--- config.mk ---
export PLATFORM = sky130hd
export DESIGN_NAME = lqr_balance_steer_controller_flat
export DESIGN_NICKNAME = d
export VERILOG_FILES = /design/src/rtl/lbsc_pkg.sv /design/src/rtl/lbsc_in_if.sv /design/src/rtl/lbsc_out_if.sv /design/src/rtl/lbsc_datapath.sv /design/src/rtl/lqr_balance_steer_controller.sv /design/src/flat_wrapper.sv
export SDC_FILE = /design/constraint.sdc
export NUM_CORES = 2
export LEC_CHECK = 0
export ABC_CLOCK_PERIOD_IN_PS = 21400
export CAP_MARGIN = 20
export CORE_ASPECT_RATIO = 0.5
export CORE_MARGIN = 4
export CORE_UTILIZATION = 55
export DETAILED_ROUTE_END_ITERATION = 10
export DONT_BUFFER_PORTS = 1
export PLACE_DENSITY = 0.82
export SLEW_MARGIN = 25
export SYNTH_ARGS = -nofsm -noshare
export SYNTH_HDL_FRONTEND = slang
export SYNTH_SLANG_ARGS = --single-unit
--- constraint.sdc ---
create_clock -name clk -period 21.4 [get_ports clk]
set_input_delay 2.14 -clock clk [delete_from_list [all_inputs] [get_ports clk]]
set_output_delay 2.14 -clock clk [all_outputs]
set_load 0.05 [all_outputs]
--- src/rtl/lbsc_pkg.sv ---
// ----------------------------------------------------------------------------
// lbsc_pkg
// Types, codes and the control-store contents for the balance and steering
// controller.
// ----------------------------------------------------------------------------
package lbsc_pkg;

  localparam int STEP_W     = 4;
  localparam int CFG_ADDR_W = 4;

  typedef struct packed {
    logic               operation;
    logic               enable_value;
    logic signed [31:0] pitch_angle;
    logic signed [31:0] pitch_rate;
    logic signed [31:0] yaw_rate;
    logic signed [31:0] wheel_speed;
    logic signed [31:0] speed_target;
    logic signed [31:0] yaw_rate_target;
  } in_item_t;

  typedef enum logic [1:0] {
    ACT_STOP  = 2'd0,
    ACT_APPLY = 2'd1,
    ACT_NONE  = 2'd2
  } drive_action_t;

  typedef struct packed {
    logic signed [15:0] pwm_left_out;
    logic signed [15:0] pwm_right_out;
    drive_action_t      drive_action;
    logic               tilt_trip;
    logic               distance_reset;
    logic               enabled_now;
  } out_item_t;

  typedef enum logic [CFG_ADDR_W-1:0] {
    CFG_GAIN_ANGLE      = 4'd0,
    CFG_GAIN_ANGLE_RATE = 4'd1,
    CFG_GAIN_POSITION   = 4'd2,
    CFG_GAIN_SPEED      = 4'd3,
    CFG_STEER_GAIN      = 4'd4,
    CFG_PITCH_OFFSET    = 4'd5,
    CFG_OUTPUT_SCALE    = 4'd6,
    CFG_TICK_PERIOD     = 4'd7
  } cfg_idx_t;

  typedef struct packed {
    logic signed [31:0] gain_angle;
    logic signed [31:0] gain_angle_rate;
    logic signed [31:0] gain_position;
    logic signed [31:0] gain_speed;
    logic signed [31:0] steer_gain;
    logic signed [31:0] pitch_offset;
    logic signed [31:0] output_scale;
    logic        [16:0] tick_period;
  } cfg_regs_t;

  // Operand pair fed to the shared multiplier
  typedef enum logic [2:0] {
    MS_NONE        = 3'd0,
    MS_SERR_PERIOD = 3'd1,
    MS_ANGLE       = 3'd2,
    MS_RATE        = 3'd3,
    MS_POSITION    = 3'd4,
    MS_SPEED       = 3'd5,
    MS_STEER       = 3'd6,
    MS_SCALE       = 3'd7
  } mul_sel_t;

  typedef enum logic [3:0] {
    OP_NOP      = 4'd0,
    OP_LOAD_IN  = 4'd1,
    OP_DISP     = 4'd2,
    OP_ACC_LOAD = 4'd3,
    OP_ACC_ADD  = 4'd4,
    OP_TURN     = 4'd5,
    OP_EFF_SUM  = 4'd6,
    OP_EFF_DIFF = 4'd7,
    OP_PWM_L    = 4'd8,
    OP_PWM_R    = 4'd9
  } alu_op_t;

  typedef enum logic [1:0] {
    JC_NONE     = 2'd0,
    JC_SET_EN   = 2'd1,
    JC_DISABLED = 2'd2,
    JC_TILT     = 2'd3
  } jump_cond_t;

  typedef enum logic [2:0] {
    FIN_NONE   = 3'd0,
    FIN_ENABLE = 3'd1,
    FIN_STOP   = 3'd2,
    FIN_TRIP   = 3'd3,
    FIN_RUN    = 3'd4
  } fin_t;

  typedef struct packed {
    jump_cond_t        jc;
    logic [STEP_W-1:0] target;
    fin_t              fin;
    mul_sel_t          mul;
    alu_op_t           alu;
  } ucode_t;

  typedef struct packed {
    mul_sel_t mul_sel;
    alu_op_t  alu_op;
    logic     disp_clr;
  } dp_ctrl_t;

  typedef struct packed {
    logic               tilt_over;
    logic signed [15:0] left_cmd;
    logic signed [15:0] right_cmd;
  } dp_stat_t;

  localparam logic [STEP_W-1:0] S_FIN_ENABLE = 4'd13;
  localparam logic [STEP_W-1:0] S_FIN_STOP   = 4'd14;
  localparam logic [STEP_W-1:0] S_FIN_TRIP   = 4'd15;

  function automatic logic signed [31:0] sat32(input logic signed [32:0] v);
    logic signed [31:0] r;
    if (v[32] != v[31]) begin
      r = v[32] ? 32'sh8000_0000 : 32'sh7fff_ffff;
    end else begin
      r = v[31:0];
    end
    return r;
  endfunction

  // Control store: multiplier issue in step k, its product used in step k+1
  function automatic ucode_t ucode_rom(input logic [STEP_W-1:0] step);
    ucode_t w;
    w.jc     = JC_NONE;
    w.target = '0;
    w.fin    = FIN_NONE;
    w.mul    = MS_NONE;
    w.alu    = OP_NOP;
    unique case (step)
      4'd0: begin
        w.jc     = JC_SET_EN;
        w.target = S_FIN_ENABLE;
      end
      4'd1: begin
        w.jc     = JC_DISABLED;
        w.target = S_FIN_STOP;
        w.alu    = OP_LOAD_IN;
      end
      4'd2: begin
        w.jc     = JC_TILT;
        w.target = S_FIN_TRIP;
        w.mul    = MS_SERR_PERIOD;
      end
      4'd3: begin
        w.alu = OP_DISP;
        w.mul = MS_ANGLE;
      end
      4'd4: begin
        w.alu = OP_ACC_LOAD;
        w.mul = MS_RATE;
      end
      4'd5: begin
        w.alu = OP_ACC_ADD;
        w.mul = MS_POSITION;
      end
      4'd6: begin
        w.alu = OP_ACC_ADD;
        w.mul = MS_SPEED;
      end
      4'd7: begin
        w.alu = OP_ACC_ADD;
        w.mul = MS_STEER;
      end
      4'd8:  w.alu = OP_TURN;
      4'd9:  w.alu = OP_EFF_SUM;
      4'd10: begin
        w.alu = OP_EFF_DIFF;
        w.mul = MS_SCALE;
      end
      4'd11: begin
        w.alu = OP_PWM_L;
        w.mul = MS_SCALE;
      end
      4'd12: begin
        w.alu = OP_PWM_R;
        w.fin = FIN_RUN;
      end
      4'd13: w.fin = FIN_ENABLE;
      4'd14: w.fin = FIN_STOP;
      4'd15: w.fin = FIN_TRIP;
    endcase
    return w;
  endfunction

endpackage

--- src/rtl/lbsc_in_if.sv ---
// ----------------------------------------------------------------------------
// lbsc_in_if
// Request channel into the controller: valid, ready and one input item.
// ----------------------------------------------------------------------------
interface lbsc_in_if;
  logic               valid;
  logic               ready;
  lbsc_pkg::in_item_t data;

  modport source (output valid, output data, input ready);
  modport sink   (input valid, input data, output ready);
endinterface

--- src/rtl/lbsc_out_if.sv ---
// ----------------------------------------------------------------------------
// lbsc_out_if
// Result channel out of the controller: valid, ready and one result item.
// ----------------------------------------------------------------------------
interface lbsc_out_if;
  logic                valid;
  logic                ready;
  lbsc_pkg::out_item_t data;

  modport source (output valid, output data, input ready);
  modport sink   (input valid, input data, output ready);
endinterface

--- src/rtl/lbsc_datapath.sv ---
// ----------------------------------------------------------------------------
// lbsc_datapath
// Shared 32x32 multiplier, accumulator and saturation logic driven one
// control word per cycle.
// ----------------------------------------------------------------------------
module lbsc_datapath #(
  parameter int FRAC_BITS = 16
) (
  input  logic                clk,
  input  logic                rst_n,
  input  lbsc_pkg::dp_ctrl_t  ctrl,
  input  lbsc_pkg::in_item_t  item,
  input  lbsc_pkg::cfg_regs_t cfg,
  output lbsc_pkg::dp_stat_t  stat
);
  import lbsc_pkg::*;

  localparam int TERM_W = 64 - FRAC_BITS;
  localparam int DS_W   = TERM_W + 1;
  localparam int ACC_W  = TERM_W + 3;
  localparam int EFF_W  = ACC_W + 1;
  localparam int NW     = 64 - 2 * FRAC_BITS;

  localparam longint TILT_I = ((longint'(61) << FRAC_BITS) + 50) / 100;
  localparam logic signed [32:0] TILT_HI = 33'(TILT_I);
  localparam logic signed [32:0] TILT_LO = -TILT_HI;

  localparam logic signed [DS_W-1:0] DISP_HI = DS_W'(64'sd1 <<< (FRAC_BITS - 1));
  localparam logic signed [DS_W-1:0] DISP_LO = -DISP_HI;

  localparam logic signed [EFF_W-1:0] EFF_HI = EFF_W'(64'sd2147483647);
  localparam logic signed [EFF_W-1:0] EFF_LO = -EFF_HI - EFF_W'(64'sd1);

  localparam logic signed [63:0] TRUNC_BIAS = (64'sd1 <<< (2 * FRAC_BITS)) - 64'sd1;

  localparam logic signed [NW:0] PWM_HI  = (NW + 1)'(64'sd32767);
  localparam logic signed [NW:0] PWM_HI1 = (NW + 1)'(64'sd32768);
  localparam logic signed [NW:0] PWM_LO  = (NW + 1)'(-64'sd32768);
  localparam logic signed [NW:0] PWM_LO1 = (NW + 1)'(-64'sd32767);

  logic signed [32:0]       pitch_r;
  logic signed [31:0]       serr_r;
  logic signed [31:0]       yerr_r;
  logic signed [31:0]       disp_r;
  logic signed [63:0]       prod_r;
  logic signed [ACC_W-1:0]  acc_r;
  logic signed [TERM_W-1:0] turn_r;
  logic signed [31:0]       eff_r;
  logic signed [15:0]       pwm_l_r;

  logic signed [31:0]       mul_a;
  logic signed [31:0]       mul_b;
  logic signed [TERM_W-1:0] term;
  logic signed [DS_W-1:0]   dsum;
  logic signed [31:0]       disp_nxt;
  logic signed [EFF_W-1:0]  eff_sum;
  logic signed [EFF_W-1:0]  eff_diff;
  logic signed [63:0]       biased;
  logic signed [NW-1:0]     quot;
  logic signed [NW:0]       quot_x;
  logic signed [15:0]       pwm_l_nxt;
  logic signed [15:0]       pwm_r_nxt;

  function automatic logic signed [31:0] sat_eff(input logic signed [EFF_W-1:0] v);
    logic signed [31:0] r;
    if (v > EFF_HI) begin
      r = 32'sh7fff_ffff;
    end else if (v < EFF_LO) begin
      r = 32'sh8000_0000;
    end else begin
      r = v[31:0];
    end
    return r;
  endfunction

  always_comb begin
    mul_a = '0;
    mul_b = '0;
    unique case (ctrl.mul_sel)
      MS_NONE: begin
      end
      MS_SERR_PERIOD: begin
        mul_a = serr_r;
        mul_b = $signed(32'(cfg.tick_period));
      end
      MS_ANGLE: begin
        mul_a = cfg.gain_angle;
        mul_b = pitch_r[31:0];
      end
      MS_RATE: begin
        mul_a = cfg.gain_angle_rate;
        mul_b = item.pitch_rate;
      end
      MS_POSITION: begin
        mul_a = cfg.gain_position;
        mul_b = disp_r;
      end
      MS_SPEED: begin
        mul_a = cfg.gain_speed;
        mul_b = serr_r;
      end
      MS_STEER: begin
        mul_a = cfg.steer_gain;
        mul_b = yerr_r;
      end
      MS_SCALE: begin
        mul_a = cfg.output_scale;
        mul_b = eff_r;
      end
    endcase
  end

  // floor shift of the product is its upper bits
  assign term = $signed(prod_r[63:FRAC_BITS]);

  always_comb begin
    dsum = DS_W'(disp_r) + DS_W'(term);
    if (dsum > DISP_HI) begin
      disp_nxt = 32'(DISP_HI);
    end else if (dsum < DISP_LO) begin
      disp_nxt = 32'(DISP_LO);
    end else begin
      disp_nxt = dsum[31:0];
    end
  end

  assign eff_sum  = EFF_W'(turn_r) - EFF_W'(acc_r);
  assign eff_diff = -EFF_W'(acc_r) - EFF_W'(turn_r);

  // truncation toward zero
  assign biased = prod_r[63] ? prod_r + TRUNC_BIAS : prod_r;
  assign quot   = $signed(biased[63:2*FRAC_BITS]);
  assign quot_x = (NW + 1)'(quot);

  always_comb begin
    if (quot_x > PWM_HI) begin
      pwm_l_nxt = 16'sh7fff;
    end else if (quot_x < PWM_LO) begin
      pwm_l_nxt = 16'sh8000;
    end else begin
      pwm_l_nxt = quot[15:0];
    end
    if (quot_x >= PWM_HI1) begin
      pwm_r_nxt = 16'sh8000;
    end else if (quot_x <= PWM_LO1) begin
      pwm_r_nxt = 16'sh7fff;
    end else begin
      pwm_r_nxt = -$signed(quot[15:0]);
    end
  end

  always_ff @(posedge clk) begin
    if (ctrl.mul_sel != MS_NONE) begin
      prod_r <= mul_a * mul_b;
    end
    unique case (ctrl.alu_op)
      OP_NOP: begin
      end
      OP_LOAD_IN: begin
        pitch_r <= 33'(item.pitch_angle) - 33'(cfg.pitch_offset);
        serr_r  <= sat32(33'(item.wheel_speed) - 33'(item.speed_target));
        yerr_r  <= sat32(33'(item.yaw_rate_target) - 33'(item.yaw_rate));
      end
      OP_DISP: begin
      end
      OP_ACC_LOAD: acc_r   <= ACC_W'(term);
      OP_ACC_ADD:  acc_r   <= acc_r + ACC_W'(term);
      OP_TURN:     turn_r  <= term;
      OP_EFF_SUM:  eff_r   <= sat_eff(eff_sum);
      OP_EFF_DIFF: eff_r   <= sat_eff(eff_diff);
      OP_PWM_L:    pwm_l_r <= pwm_l_nxt;
      // right value goes straight from the held product into the result
      OP_PWM_R: begin
      end
      default: begin
      end
    endcase
  end

  always_ff @(posedge clk) begin
    if (!rst_n) begin
      disp_r <= '0;
    end else if (ctrl.disp_clr) begin
      disp_r <= '0;
    end else if (ctrl.alu_op == OP_DISP) begin
      disp_r <= disp_nxt;
    end
  end

  assign stat.tilt_over = (pitch_r > TILT_HI) || (pitch_r < TILT_LO);
  assign stat.left_cmd  = pwm_l_r;
  assign stat.right_cmd = pwm_r_nxt;

endmodule

--- src/rtl/lqr_balance_steer_controller.sv ---
// ----------------------------------------------------------------------------
// lqr_balance_steer_controller
// LQR balance and proportional steering controller for a two-wheeled robot,
// sequenced from a 16-step control store over one shared multiplier.
// ----------------------------------------------------------------------------
// One request is handled at a time, stepped through a small control store
// that drives a single 32x32 multiplier: an enabled control tick runs through
// to the PWM steps, a set-enable request jumps to its final step, and a tick
// while disabled or tripping on tilt leaves early. A new request is taken
// in the cycle after a result commits; the result waits in the output
// register meanwhile, and the sequencer only stalls at its final step if
// that register is still full. The user must write gains and limits through
// the cfg port while the block is idle; the block itself does not enforce it.
module lqr_balance_steer_controller #(
  parameter int FRAC_BITS = 16
) (
  input  logic                                clk,
  input  logic                                rst_n,
  lbsc_in_if.sink                             in_ch,
  lbsc_out_if.source                          out_ch,
  input  logic                                cfg_we,
  input  logic [lbsc_pkg::CFG_ADDR_W-1:0]     cfg_addr,
  input  logic [31:0]                         cfg_wdata
);
  import lbsc_pkg::*;

  localparam int PERIOD_RST = ((1 << FRAC_BITS) + 100) / 200;

  cfg_regs_t         cfg_r;
  in_item_t          item_r;
  logic              busy_r;
  logic [STEP_W-1:0] step_r;
  logic              run_en_r;
  logic              out_valid_r;
  out_item_t         out_data_r;

  ucode_t            cw;
  logic              out_free;
  logic              commit;
  logic              jump_take;
  logic              rising;
  logic              run_en_nxt;
  out_item_t         res;
  dp_ctrl_t          dp_ctrl;
  dp_stat_t          dp_stat;

  always_ff @(posedge clk) begin
    if (!rst_n) begin
      cfg_r.gain_angle      <= '0;
      cfg_r.gain_angle_rate <= '0;
      cfg_r.gain_position   <= '0;
      cfg_r.gain_speed      <= '0;
      cfg_r.steer_gain      <= '0;
      cfg_r.pitch_offset    <= '0;
      cfg_r.output_scale    <= 32'(64'sd1 <<< FRAC_BITS);
      cfg_r.tick_period     <= 17'(PERIOD_RST);
    end else if (cfg_we) begin
      unique case (cfg_addr)
        CFG_GAIN_ANGLE:      cfg_r.gain_angle      <= cfg_wdata;
        CFG_GAIN_ANGLE_RATE: cfg_r.gain_angle_rate <= cfg_wdata;
        CFG_GAIN_POSITION:   cfg_r.gain_position   <= cfg_wdata;
        CFG_GAIN_SPEED:      cfg_r.gain_speed      <= cfg_wdata;
        CFG_STEER_GAIN:      cfg_r.steer_gain      <= cfg_wdata;
        CFG_PITCH_OFFSET:    cfg_r.pitch_offset    <= cfg_wdata;
        CFG_OUTPUT_SCALE:    cfg_r.output_scale    <= cfg_wdata;
        CFG_TICK_PERIOD:     cfg_r.tick_period     <= cfg_wdata[16:0];
        default: begin
        end
      endcase
    end
  end

  assign in_ch.ready = rst_n && !busy_r;
  assign cw          = ucode_rom(step_r);
  assign out_free    = !out_valid_r || out_ch.ready;
  assign commit      = busy_r && (cw.fin != FIN_NONE) && out_free;
  assign rising      = item_r.enable_value && !run_en_r;

  always_comb begin
    unique case (cw.jc)
      JC_NONE:     jump_take = 1'b0;
      JC_SET_EN:   jump_take = item_r.operation;
      JC_DISABLED: jump_take = !run_en_r;
      JC_TILT:     jump_take = dp_stat.tilt_over;
    endcase
  end

  always_comb begin
    dp_ctrl.mul_sel  = busy_r ? cw.mul : MS_NONE;
    dp_ctrl.alu_op   = busy_r ? cw.alu : OP_NOP;
    dp_ctrl.disp_clr = commit && (cw.fin == FIN_ENABLE) && rising;
  end

  always_comb begin
    run_en_nxt         = run_en_r;
    res.pwm_left_out   = '0;
    res.pwm_right_out  = '0;
    res.drive_action   = ACT_STOP;
    res.tilt_trip      = 1'b0;
    res.distance_reset = 1'b0;
    unique case (cw.fin)
      FIN_NONE, FIN_STOP: begin
      end
      FIN_ENABLE: begin
        run_en_nxt         = item_r.enable_value;
        res.drive_action   = ACT_NONE;
        res.distance_reset = rising;
      end
      FIN_TRIP: begin
        run_en_nxt    = 1'b0;
        res.tilt_trip = 1'b1;
      end
      FIN_RUN: begin
        res.drive_action  = ACT_APPLY;
        res.pwm_left_out  = dp_stat.left_cmd;
        res.pwm_right_out = dp_stat.right_cmd;
      end
      default: begin
      end
    endcase
    res.enabled_now = run_en_nxt;
  end

  always_ff @(posedge clk) begin
    if (in_ch.valid && in_ch.ready) begin
      item_r <= in_ch.data;
    end
  end

  always_ff @(posedge clk) begin
    if (!rst_n) begin
      busy_r   <= 1'b0;
      step_r   <= '0;
      run_en_r <= 1'b0;
    end else if (!busy_r) begin
      if (in_ch.valid) begin
        busy_r <= 1'b1;
        step_r <= '0;
      end
    end else if (cw.fin != FIN_NONE) begin
      if (out_free) begin
        busy_r   <= 1'b0;
        step_r   <= '0;
        run_en_r <= run_en_nxt;
      end
    end else if (jump_take) begin
      step_r <= cw.target;
    end else begin
      step_r <= step_r + STEP_W'(1);
    end
  end

  always_ff @(posedge clk) begin
    if (!rst_n) begin
      out_valid_r <= 1'b0;
    end else if (commit) begin
      out_valid_r <= 1'b1;
    end else if (out_ch.ready) begin
      out_valid_r <= 1'b0;
    end
  end

  always_ff @(posedge clk) begin
    if (commit) begin
      out_data_r <= res;
    end
  end

  assign out_ch.valid = out_valid_r;
  assign out_ch.data  = out_data_r;

  lbsc_datapath #(
    .FRAC_BITS (FRAC_BITS)
  ) u_datapath (
    .clk   (clk),
    .rst_n (rst_n),
    .ctrl  (dp_ctrl),
    .item  (item_r),
    .cfg   (cfg_r),
    .stat  (dp_stat)
  );

  // idle sequencer sits at the program start
  a_idle_step: assert property (@(posedge clk) disable iff (!rst_n)
    !busy_r |-> (step_r == '0))
    else $error("step counter moved while idle");

  // applied PWM only with the block enabled
  a_apply_en: assert property (@(posedge clk) disable iff (!rst_n)
    out_valid_r && (out_data_r.drive_action == ACT_APPLY) |-> out_data_r.enabled_now)
    else $error("PWM applied while disabled");

  // a tilt trip stops the motors and leaves the block disabled
  a_trip_stop: assert property (@(posedge clk) disable iff (!rst_n)
    out_valid_r && out_data_r.tilt_trip |->
      (out_data_r.drive_action == ACT_STOP) && !out_data_r.enabled_now && !run_en_r)
    else $error("tilt trip without stop and disable");

  // a distance reset only on an enabling set-enable request
  a_dreset: assert property (@(posedge clk) disable iff (!rst_n)
    commit && res.distance_reset |=> run_en_r && out_data_r.enabled_now &&
      (out_data_r.drive_action == ACT_NONE))
    else $error("distance reset outside a rising enable");

endmodule
--- src/flat_wrapper.sv ---
// flat-port wrapper written by rule: the top's interface ports become plain ports
module lqr_balance_steer_controller_flat import lbsc_pkg::*;
#(
  parameter int FRAC_BITS = 16
)
  (clk, rst_n, cfg_we, cfg_addr, cfg_wdata, in_ch_valid, in_ch_data, in_ch_ready, out_ch_valid, out_ch_data, out_ch_ready);
  lbsc_in_if in_ch_i ();
  lbsc_out_if out_ch_i ();
  input  logic clk;
  input  logic rst_n;
  input  logic cfg_we;
  input  logic [lbsc_pkg::CFG_ADDR_W-1:0] cfg_addr;
  input  logic [31:0] cfg_wdata;
  input wire logic [$bits(in_ch_i.valid)-1:0] in_ch_valid;
  input wire logic [$bits(in_ch_i.data)-1:0] in_ch_data;
  output wire logic [$bits(in_ch_i.ready)-1:0] in_ch_ready;
  output wire logic [$bits(out_ch_i.valid)-1:0] out_ch_valid;
  output wire logic [$bits(out_ch_i.data)-1:0] out_ch_data;
  input wire logic [$bits(out_ch_i.ready)-1:0] out_ch_ready;
  assign in_ch_i.valid = in_ch_valid;
  assign in_ch_i.data = in_ch_data;
  assign in_ch_ready = in_ch_i.ready;
  assign out_ch_valid = out_ch_i.valid;
  assign out_ch_data = out_ch_i.data;
  assign out_ch_i.ready = out_ch_ready;
  lqr_balance_steer_controller #(.FRAC_BITS(FRAC_BITS)) u_core (.clk(clk), .rst_n(rst_n), .in_ch(in_ch_i), .out_ch(out_ch_i), .cfg_we(cfg_we), .cfg_addr(cfg_addr), .cfg_wdata(cfg_wdata));
endmodule
== After elaboration in Yosys (flattened, before gate mapping) ==
Index checks and enable logic that the tools add are counted.

* $add $sub $neg: 11
* Bitwise gates (word level): 2
* Equality and inequality tests: 46
* Magnitude comparators: 12
* Multiplexer cells: 39
* Reduce and logical (&&, ||, !) cells: 35
* Multiply operators: 1

{| class="wikitable"
|+ Operators by type and width
! operator !! number
|-
| 32-bit one-hot mux with 7 select lines || 2
|-
| 32-bit two-way mux || 10
|-
| 52-bit by 32-bit > comparator with 1-bit output, second input constant || 2
|-
| 52-bit by 32-bit < comparator with 1-bit output, second input constant || 2
|-
| 51-bit one-hot mux with 2 select lines || 1
|-
| 32-bit by 32-bit subtractor with 33-bit output || 3
|-
| 64-bit by 33-bit adder with 64-bit output, second input constant || 1
|-
| 32-bit by 32-bit multiplier with 64-bit output || 1
|-
| 64-bit two-way mux || 1
|-
| 32-bit one-hot mux with 2 select lines || 1
|-
| 51-bit negator with 52-bit output || 1
|-
| 48-bit by 51-bit subtractor with 52-bit output || 1
|-
| 52-bit by 48-bit subtractor with 52-bit output || 1
|-
| 51-bit by 48-bit adder with 51-bit output || 1
|-
| 32-bit by 48-bit adder with 49-bit output || 1
|-
| 49-bit by 17-bit > comparator with 1-bit output, second input constant || 1
|-
| 49-bit by 16-bit < comparator with 1-bit output, second input constant || 1
|-
| 4-bit by 3-bit equality test with 1-bit output, second input constant || 12
|-
| 16-bit two-way mux || 3
|-
| 4-bit equality test, second input constant || 9
|-
| 4-bit one-hot mux with 9 select lines || 1
|-
| 33-bit by 17-bit > comparator with 1-bit output, second input constant || 1
|-
| 33-bit by 17-bit < comparator with 1-bit output, second input constant || 1
|-
| 32-bit by 17-bit greater-or-equal comparator with 1-bit output, second input constant || 1
|-
| other kinds (35) || 87
|}

* Logic and storage cells: 182
* Flip-flop bits (word level): 819
* Output and inout bits: 39

== Depth between registers and ports, before layout ==
* Depth after elaboration: 8
* Mapped depth: 47
* Mapped depth without buffers: 42

== Cells and area by module ==
A second synthesis with hierarchy kept.

* Cells, all modules: 9359
* Area total of the unflattened synthesis: 86364.1 um2

{| class="wikitable"
|+ By module, submodules not included
! module !! area an instance (um2) !! cells an instance !! times used !! seq. area each (um2)
|-
| lbsc_datapath || 69400.3 || 7913 || 1 || 9889.5
|-
| lqr_balance_steer_controller || 16963.8 || 1446 || 1 || 11901.4
|}

== Least setup slack after synthesis ==
Ideal clock, no wire load.

* Path kind: reg2reg
* Start point: reg u_core.step_r[1]
* End point: reg u_core.u_datapath.prod_r[62] (data pin)
* Setup slack: 10.722 ns
* Library setup time: 0.258 ns
* Arrival time: 10.420 ns
* Period minus slack after synthesis: 10.678 ns
* Cell stages (with the launch flop): 42
* Required time: 21.142 ns
* Cell sequence: dfxtp_1 -> ha_1 -> clkbuf_1 -> o21bai_1 -> a221oi_1 -> nand2_1 -> clkbuf_1 -> nor3_1 -> buf_2 -> nand2_1 -> nand2_1 -> a211oi_1 -> and2_1 -> clkbuf_1 -> a21oi_1 -> fa_1 -> fa_1 -> fa_1 -> [... 6 more ...] -> inv_1 -> fa_1 -> inv_1 -> ha_1 -> clkbuf_1 -> o21ai_0 -> a21oi_1 -> a221oi_1 -> nor2_1 -> a2111oi_0 -> o21ai_0 -> a221oi_1 -> o21ai_1 -> o211ai_1 -> a31oi_1 -> o21a_1 -> nor2_1 -> xnor2_1

* Word-level cells in the longest chain between the ends: 7
* Elaborated cells between the ends (all ways): 21
* Classes of those cells: mul: 1; eq/ne: 15; mux: 4; reduce/logical: 1

{| class="wikitable"
|+ RTL lines
! item !! line !! source
|-
| start: declaration || lqr_balance_steer_controller.sv:32 || <nowiki>logic [STEP_W-1:0] step_r;</nowiki>
|-
| start signal: assignment || lqr_balance_steer_controller.sv:147 || <nowiki>step_r <= cw.target;</nowiki>
|-
| start signal: assignment || lqr_balance_steer_controller.sv:149 || <nowiki>step_r <= step_r + STEP_W'(1);</nowiki>
|-
| 4-bit equality test || lbsc_pkg.sv:141 || <nowiki>unique case (step)</nowiki>
|-
| 2-bit OR reduction (no line) || n/a ||
|-
| 3-bit one-hot mux with 7 select lines * || lbsc_pkg.sv:141 ||
|-
| 3-bit two-way mux * || lqr_balance_steer_controller.sv:89 || <nowiki>dp_ctrl.mul_sel = busy_r ? cw.mul : MS_NONE;</nowiki>
|-
| 3-bit equality test (tied with other cells) || lbsc_datapath.sv:79 || <nowiki>unique case (ctrl.mul_sel)</nowiki>
|-
| 32-bit one-hot mux with 7 select lines || lbsc_datapath.sv:79 ||
|-
| 32-bit by 32-bit multiplier with 64-bit output * || lbsc_datapath.sv:154 || <nowiki>prod_r <= mul_a * mul_b;</nowiki>
|-
| end signal: assignment || lbsc_datapath.sv:154 ||
|-
| end: declaration || lbsc_datapath.sv:45 || <nowiki>logic signed [63:0] prod_r;</nowiki>
|}

Mark *: on every way between the ends. The rest lies on a longest branch, timed or not.
A chain may end at the register's enable or synchronous reset.

== Worst setup path in the final report ==
* Start point: reg u_core.step_r[1]
* End point: reg u_core.u_datapath.prod_r[58] (data pin)

The elaborated chain is that of the path after synthesis.

==> flow_metrics.tcl <==
set metrics [dict create \
    drt-initial-drc-count 8958 \
    slew_headroom 0.189 \
    tightest_slew_ps 1220 \
    r2r_cells 35 \
    maxCapViolations 0 \
    yosys_most_used_dff "edfxtp_1" \
    worst_path_max_delay_cell "a221oi_1" \
    fin_nets 11100 \
    finalClockSkew_ps 79.7 \
    finalHoldViolCount 0 \
    area_delta_synth_final_pct 5.82 \
    htree_levels 3 \
    cp.required_ps 21810 \
    path_clk_slew_ps 70 \
    crit_start "u_core.step_r[1]$_SDFFE_PN0P_" \
    initial_core_util 0.554 \
    clockPowerShare 0.417 \
    p_int_mw 2.66 \
    synth_nets 11300 \
    post_drt_via_cell_ratio 6.23 \
    p_comb_frac 0.089 \
    cp-end-kind "flop" \
    synth_top_area_frac 0.254 \
    reg2reg_from "u_core.step_r[1]$_SDFFE_PN0P_" \
    cts_tree "yes" \
    power.density_mw_per_mm2 39.5 \
    grt_pass1_wl_mm 425 \
    die_h_um 287 \
    clockBufferDepth 3 \
    ys_warn_count 0 \
    post-route-period-util 0.622 \
    peakVddDrop_mv 0.0599 \
    ys_types 111 \
    finalWeightedCongestion 1.05 \
    timing.hold.ws_ps 464 \
    cts_made_buffers 76 \
    hpwl_mm 217 \
    syn_area_mm2 0.0858 \
    cts_sinks 819 \
    critical_path_class "reg -> reg" \
    clk_latency_ps 740 \
    fin_area_mm2 0.0908 \
    yosysTopAreaCell "fa_1" \
    cp_max_fo 38 \
    syn_area_per_cell_um2 9.07 \
    finalSetupViolCount 0 \
    core_mm2 0.155 \
    dpl_cell_area_mm2 0.0881 \
    power_leakage_nw 39.7 \
    postSynthCellCount 9456 \
    timing.critical_path.mode_cell "fa_1" \
    root_buffer "clkbuf_16" \
    rsz0062_at_grt "no" \
    rows 102 \
    timing.rr.end "u_core.u_datapath.prod_r[58]$_DFFE_PP_" \
    status "completed" \
    start_kind "flop" \
    grt_start_max_net_pins 251 \
    drt-wirelength-per-cell_um 25.0 \
    totalWireLength_mm 284 \
    cp.arrival_ps 13710 \
    drtAntennaViolNets 0 \
    boundaryPins 274 \
    synth-seq-cells 819 \
    die_area_mm2 0.163 \
    cts_setup_buffers 0 \
    p_switching_mw 0.927 \
    grt_pass1_vias 69400 \
    final_layout_size_suffix_gt1_frac 0.0446 \
    post_cts_resized 0 \
    setup_tns_ps 0 \
    rrSetupSlack_ps 8100 \
    worstSetupEndpoint "u_core.u_datapath.prod_r[58]$_DFFE_PP_" \
    post_synth_main_area_contributors "fa_1 (25%), edfxtp_1 (19%), ha_1 (7.8%)" \
    p_seq_frac 0.494 \
    drt_first_pass_iters 8 \
    async_reset_ff_frac 0 \
    post-route-drc-count 0 \
    synthTopCellsByCount "nand2_1 (1,469), inv_1 (1,441), fa_1 (1,089), nor2_1 (759), edfxtp_1 (539)" \
    gr-total-overflow 0 \
    synth.most_common_cell "nand2_1" \
    ctsHoldBuffers 0 \
    yosysSeqAreaShare 0.254 \
    hold_class "reg -> reg" \
    vias 71000 \
    switching_share 0.259 \
    post-route-min-period_ps 13300 \
    antenna_found_initial 20 \
    clock.fmax_mhz 75.2 \
    die_x_um 567 \
    synth_enable_flop_cells 539 \
    drv_slew 0 \
    port_buffers 0 \
    grt_usage 0.345 \
    crit_path_max_incr_delay_ps 830 \
]
[power groups by stage]
| stage | Combinational, mW | Sequential [mW] | Clock [mW] |
|---|---|---|---|
| finish | 0.318 | 1.77 | 1.50 |
| detailed placement | 0.306 | 1.80 | 0 |
| global route | 0.346 | 1.77 | 1.56 |
| CTS | 0.308 | 1.76 | 1.49 |
| floorplan | 0.240 | 1.78 | 0 |
| global placement | 0.298 | 1.80 | 0 |
[critical path: cells and delay by family, from the launching register on]
family | cells | cell delay, ps
compound gates | 15 | 4180
buf+inv | 5 | 1110
simple gates | 5 | 1930
fa+ha+maj | 10 | 5320
flops | 1 | 440
[per-layer routing]
layer / track usage / wire length, um
met5: 0.00500 / 242
met1: 0.437 / 103000
met2: 0.494 / 115000
met4: 0.163 / 17100
met3: 0.171 / 48800
[layout make-up]
cell class	count	area (um^2)
fillers	12900	64000
multi-input cells	6757	57200
flip-flops and latches	819	21800
inverters	1443	5420
well taps	2080	2600
clock buffers	88	2020
repair buffers	141	1070
clock inverters	50	633
diodes	17	42.5
[worst min-delay path by stage]
stage,startpoint,endpoint,slack (ps),depth (start not counted)
floorplan,u_core.cfg_r[8]$_SDFFE_PN1P_,u_core.cfg_r[8]$_SDFFE_PN1P_,440,2
global placement,u_core.cfg_r[215]$_SDFFE_PN0P_,u_core.cfg_r[215]$_SDFFE_PN0P_,450,2
detailed placement,u_core.cfg_r[231]$_SDFFE_PN0P_,u_core.cfg_r[231]$_SDFFE_PN0P_,460,2
CTS,u_core.cfg_r[28]$_SDFFE_PN0P_,u_core.cfg_r[28]$_SDFFE_PN0P_,460,2
global route,u_core.cfg_r[76]$_SDFFE_PN0P_,u_core.cfg_r[76]$_SDFFE_PN0P_,480,2
finish,u_core.cfg_r[62]$_SDFFE_PN0P_,u_core.cfg_r[62]$_SDFFE_PN0P_,460,2
[flip-flops by register name, summed over array words and instances, names as in the netlist]
| name | count |
|---|---|
| u_core.u_datapath.pwm_l_r | 16 |
| u_core.run_en_r | 1 |
| u_core.busy_r | 1 |
| u_core.item_r | 194 |
| u_core.u_datapath.eff_r | 32 |
| u_core.u_datapath.turn_r | 48 |
| u_core.u_datapath.disp_r | 32 |
| u_core.u_datapath.yerr_r | 32 |
| u_core.out_ch.valid | 1 |
| u_core.cfg_r | 241 |
| u_core.out_ch.data | 37 |
| u_core.u_datapath.serr_r | 32 |
| u_core.step_r | 4 |
| u_core.u_datapath.acc_r | 51 |
| u_core.u_datapath.pitch_r | 33 |
| u_core.u_datapath.prod_r | 64 |
[cells by family after synthesis]
family	count (synthesis)	synth area share
multiplexers	25	0.00314
adder cells (fa/ha/maj)	1636	0.334
buffers and inverters	1880	0.0836
flip-flops	819	0.254
AND/OR/NAND/NOR	2980	0.152
AO/OA/AOI/OAI	1783	0.140
XOR/XNOR	333	0.0340
[metrics by stage]
stage           util  instances  power, mW  setup slack (ps)
2_1_floorplan      -       9456       2.02             10720
3_3_place_gp   0.569      11200       2.10              8710
3_5_place_dp   0.569      11200       2.11              8590
4_1_cts        0.586      11400       3.57              8550
5_1_grt        0.586      11400       3.68              7480
6_report       0.586      11400       3.58              8100
[cell usage in the layout (no fill, tap or decap), types with 17 or more instances in the layout]
cell / instances
nand2_1: 1460
inv_1: 1441
fa_1: 1089
nor2_1: 755
edfxtp_1: 539
ha_1: 538
a21oi_1: 454
dfxtp_1: 280
o21ai_0: 266
a21boi_0: 256
xnor2_1: 206
a21o_1: 139
buf_4: 138
xor2_1: 127
nand3_1: 106
nor3_1: 90
clkbuf_16: 78
o21a_1: 75
and2_1: 73
a31oi_1: 72
a22oi_1: 71
nand2b_1: 59
nor2b_1: 58
nor4_1: 53
or3_1: 51
nand4_1: 50
and3_1: 47
o21bai_1: 46
a211oi_1: 45
o211ai_1: 33
or2_2: 28
o31ai_1: 22
a221oi_1: 21
nand3b_1: 20
mux2i_1: 19
nor3_2: 18
a222oi_1: 18
a22o_1: 18
diode_2: 17
(Power assumes the default switching activity.)
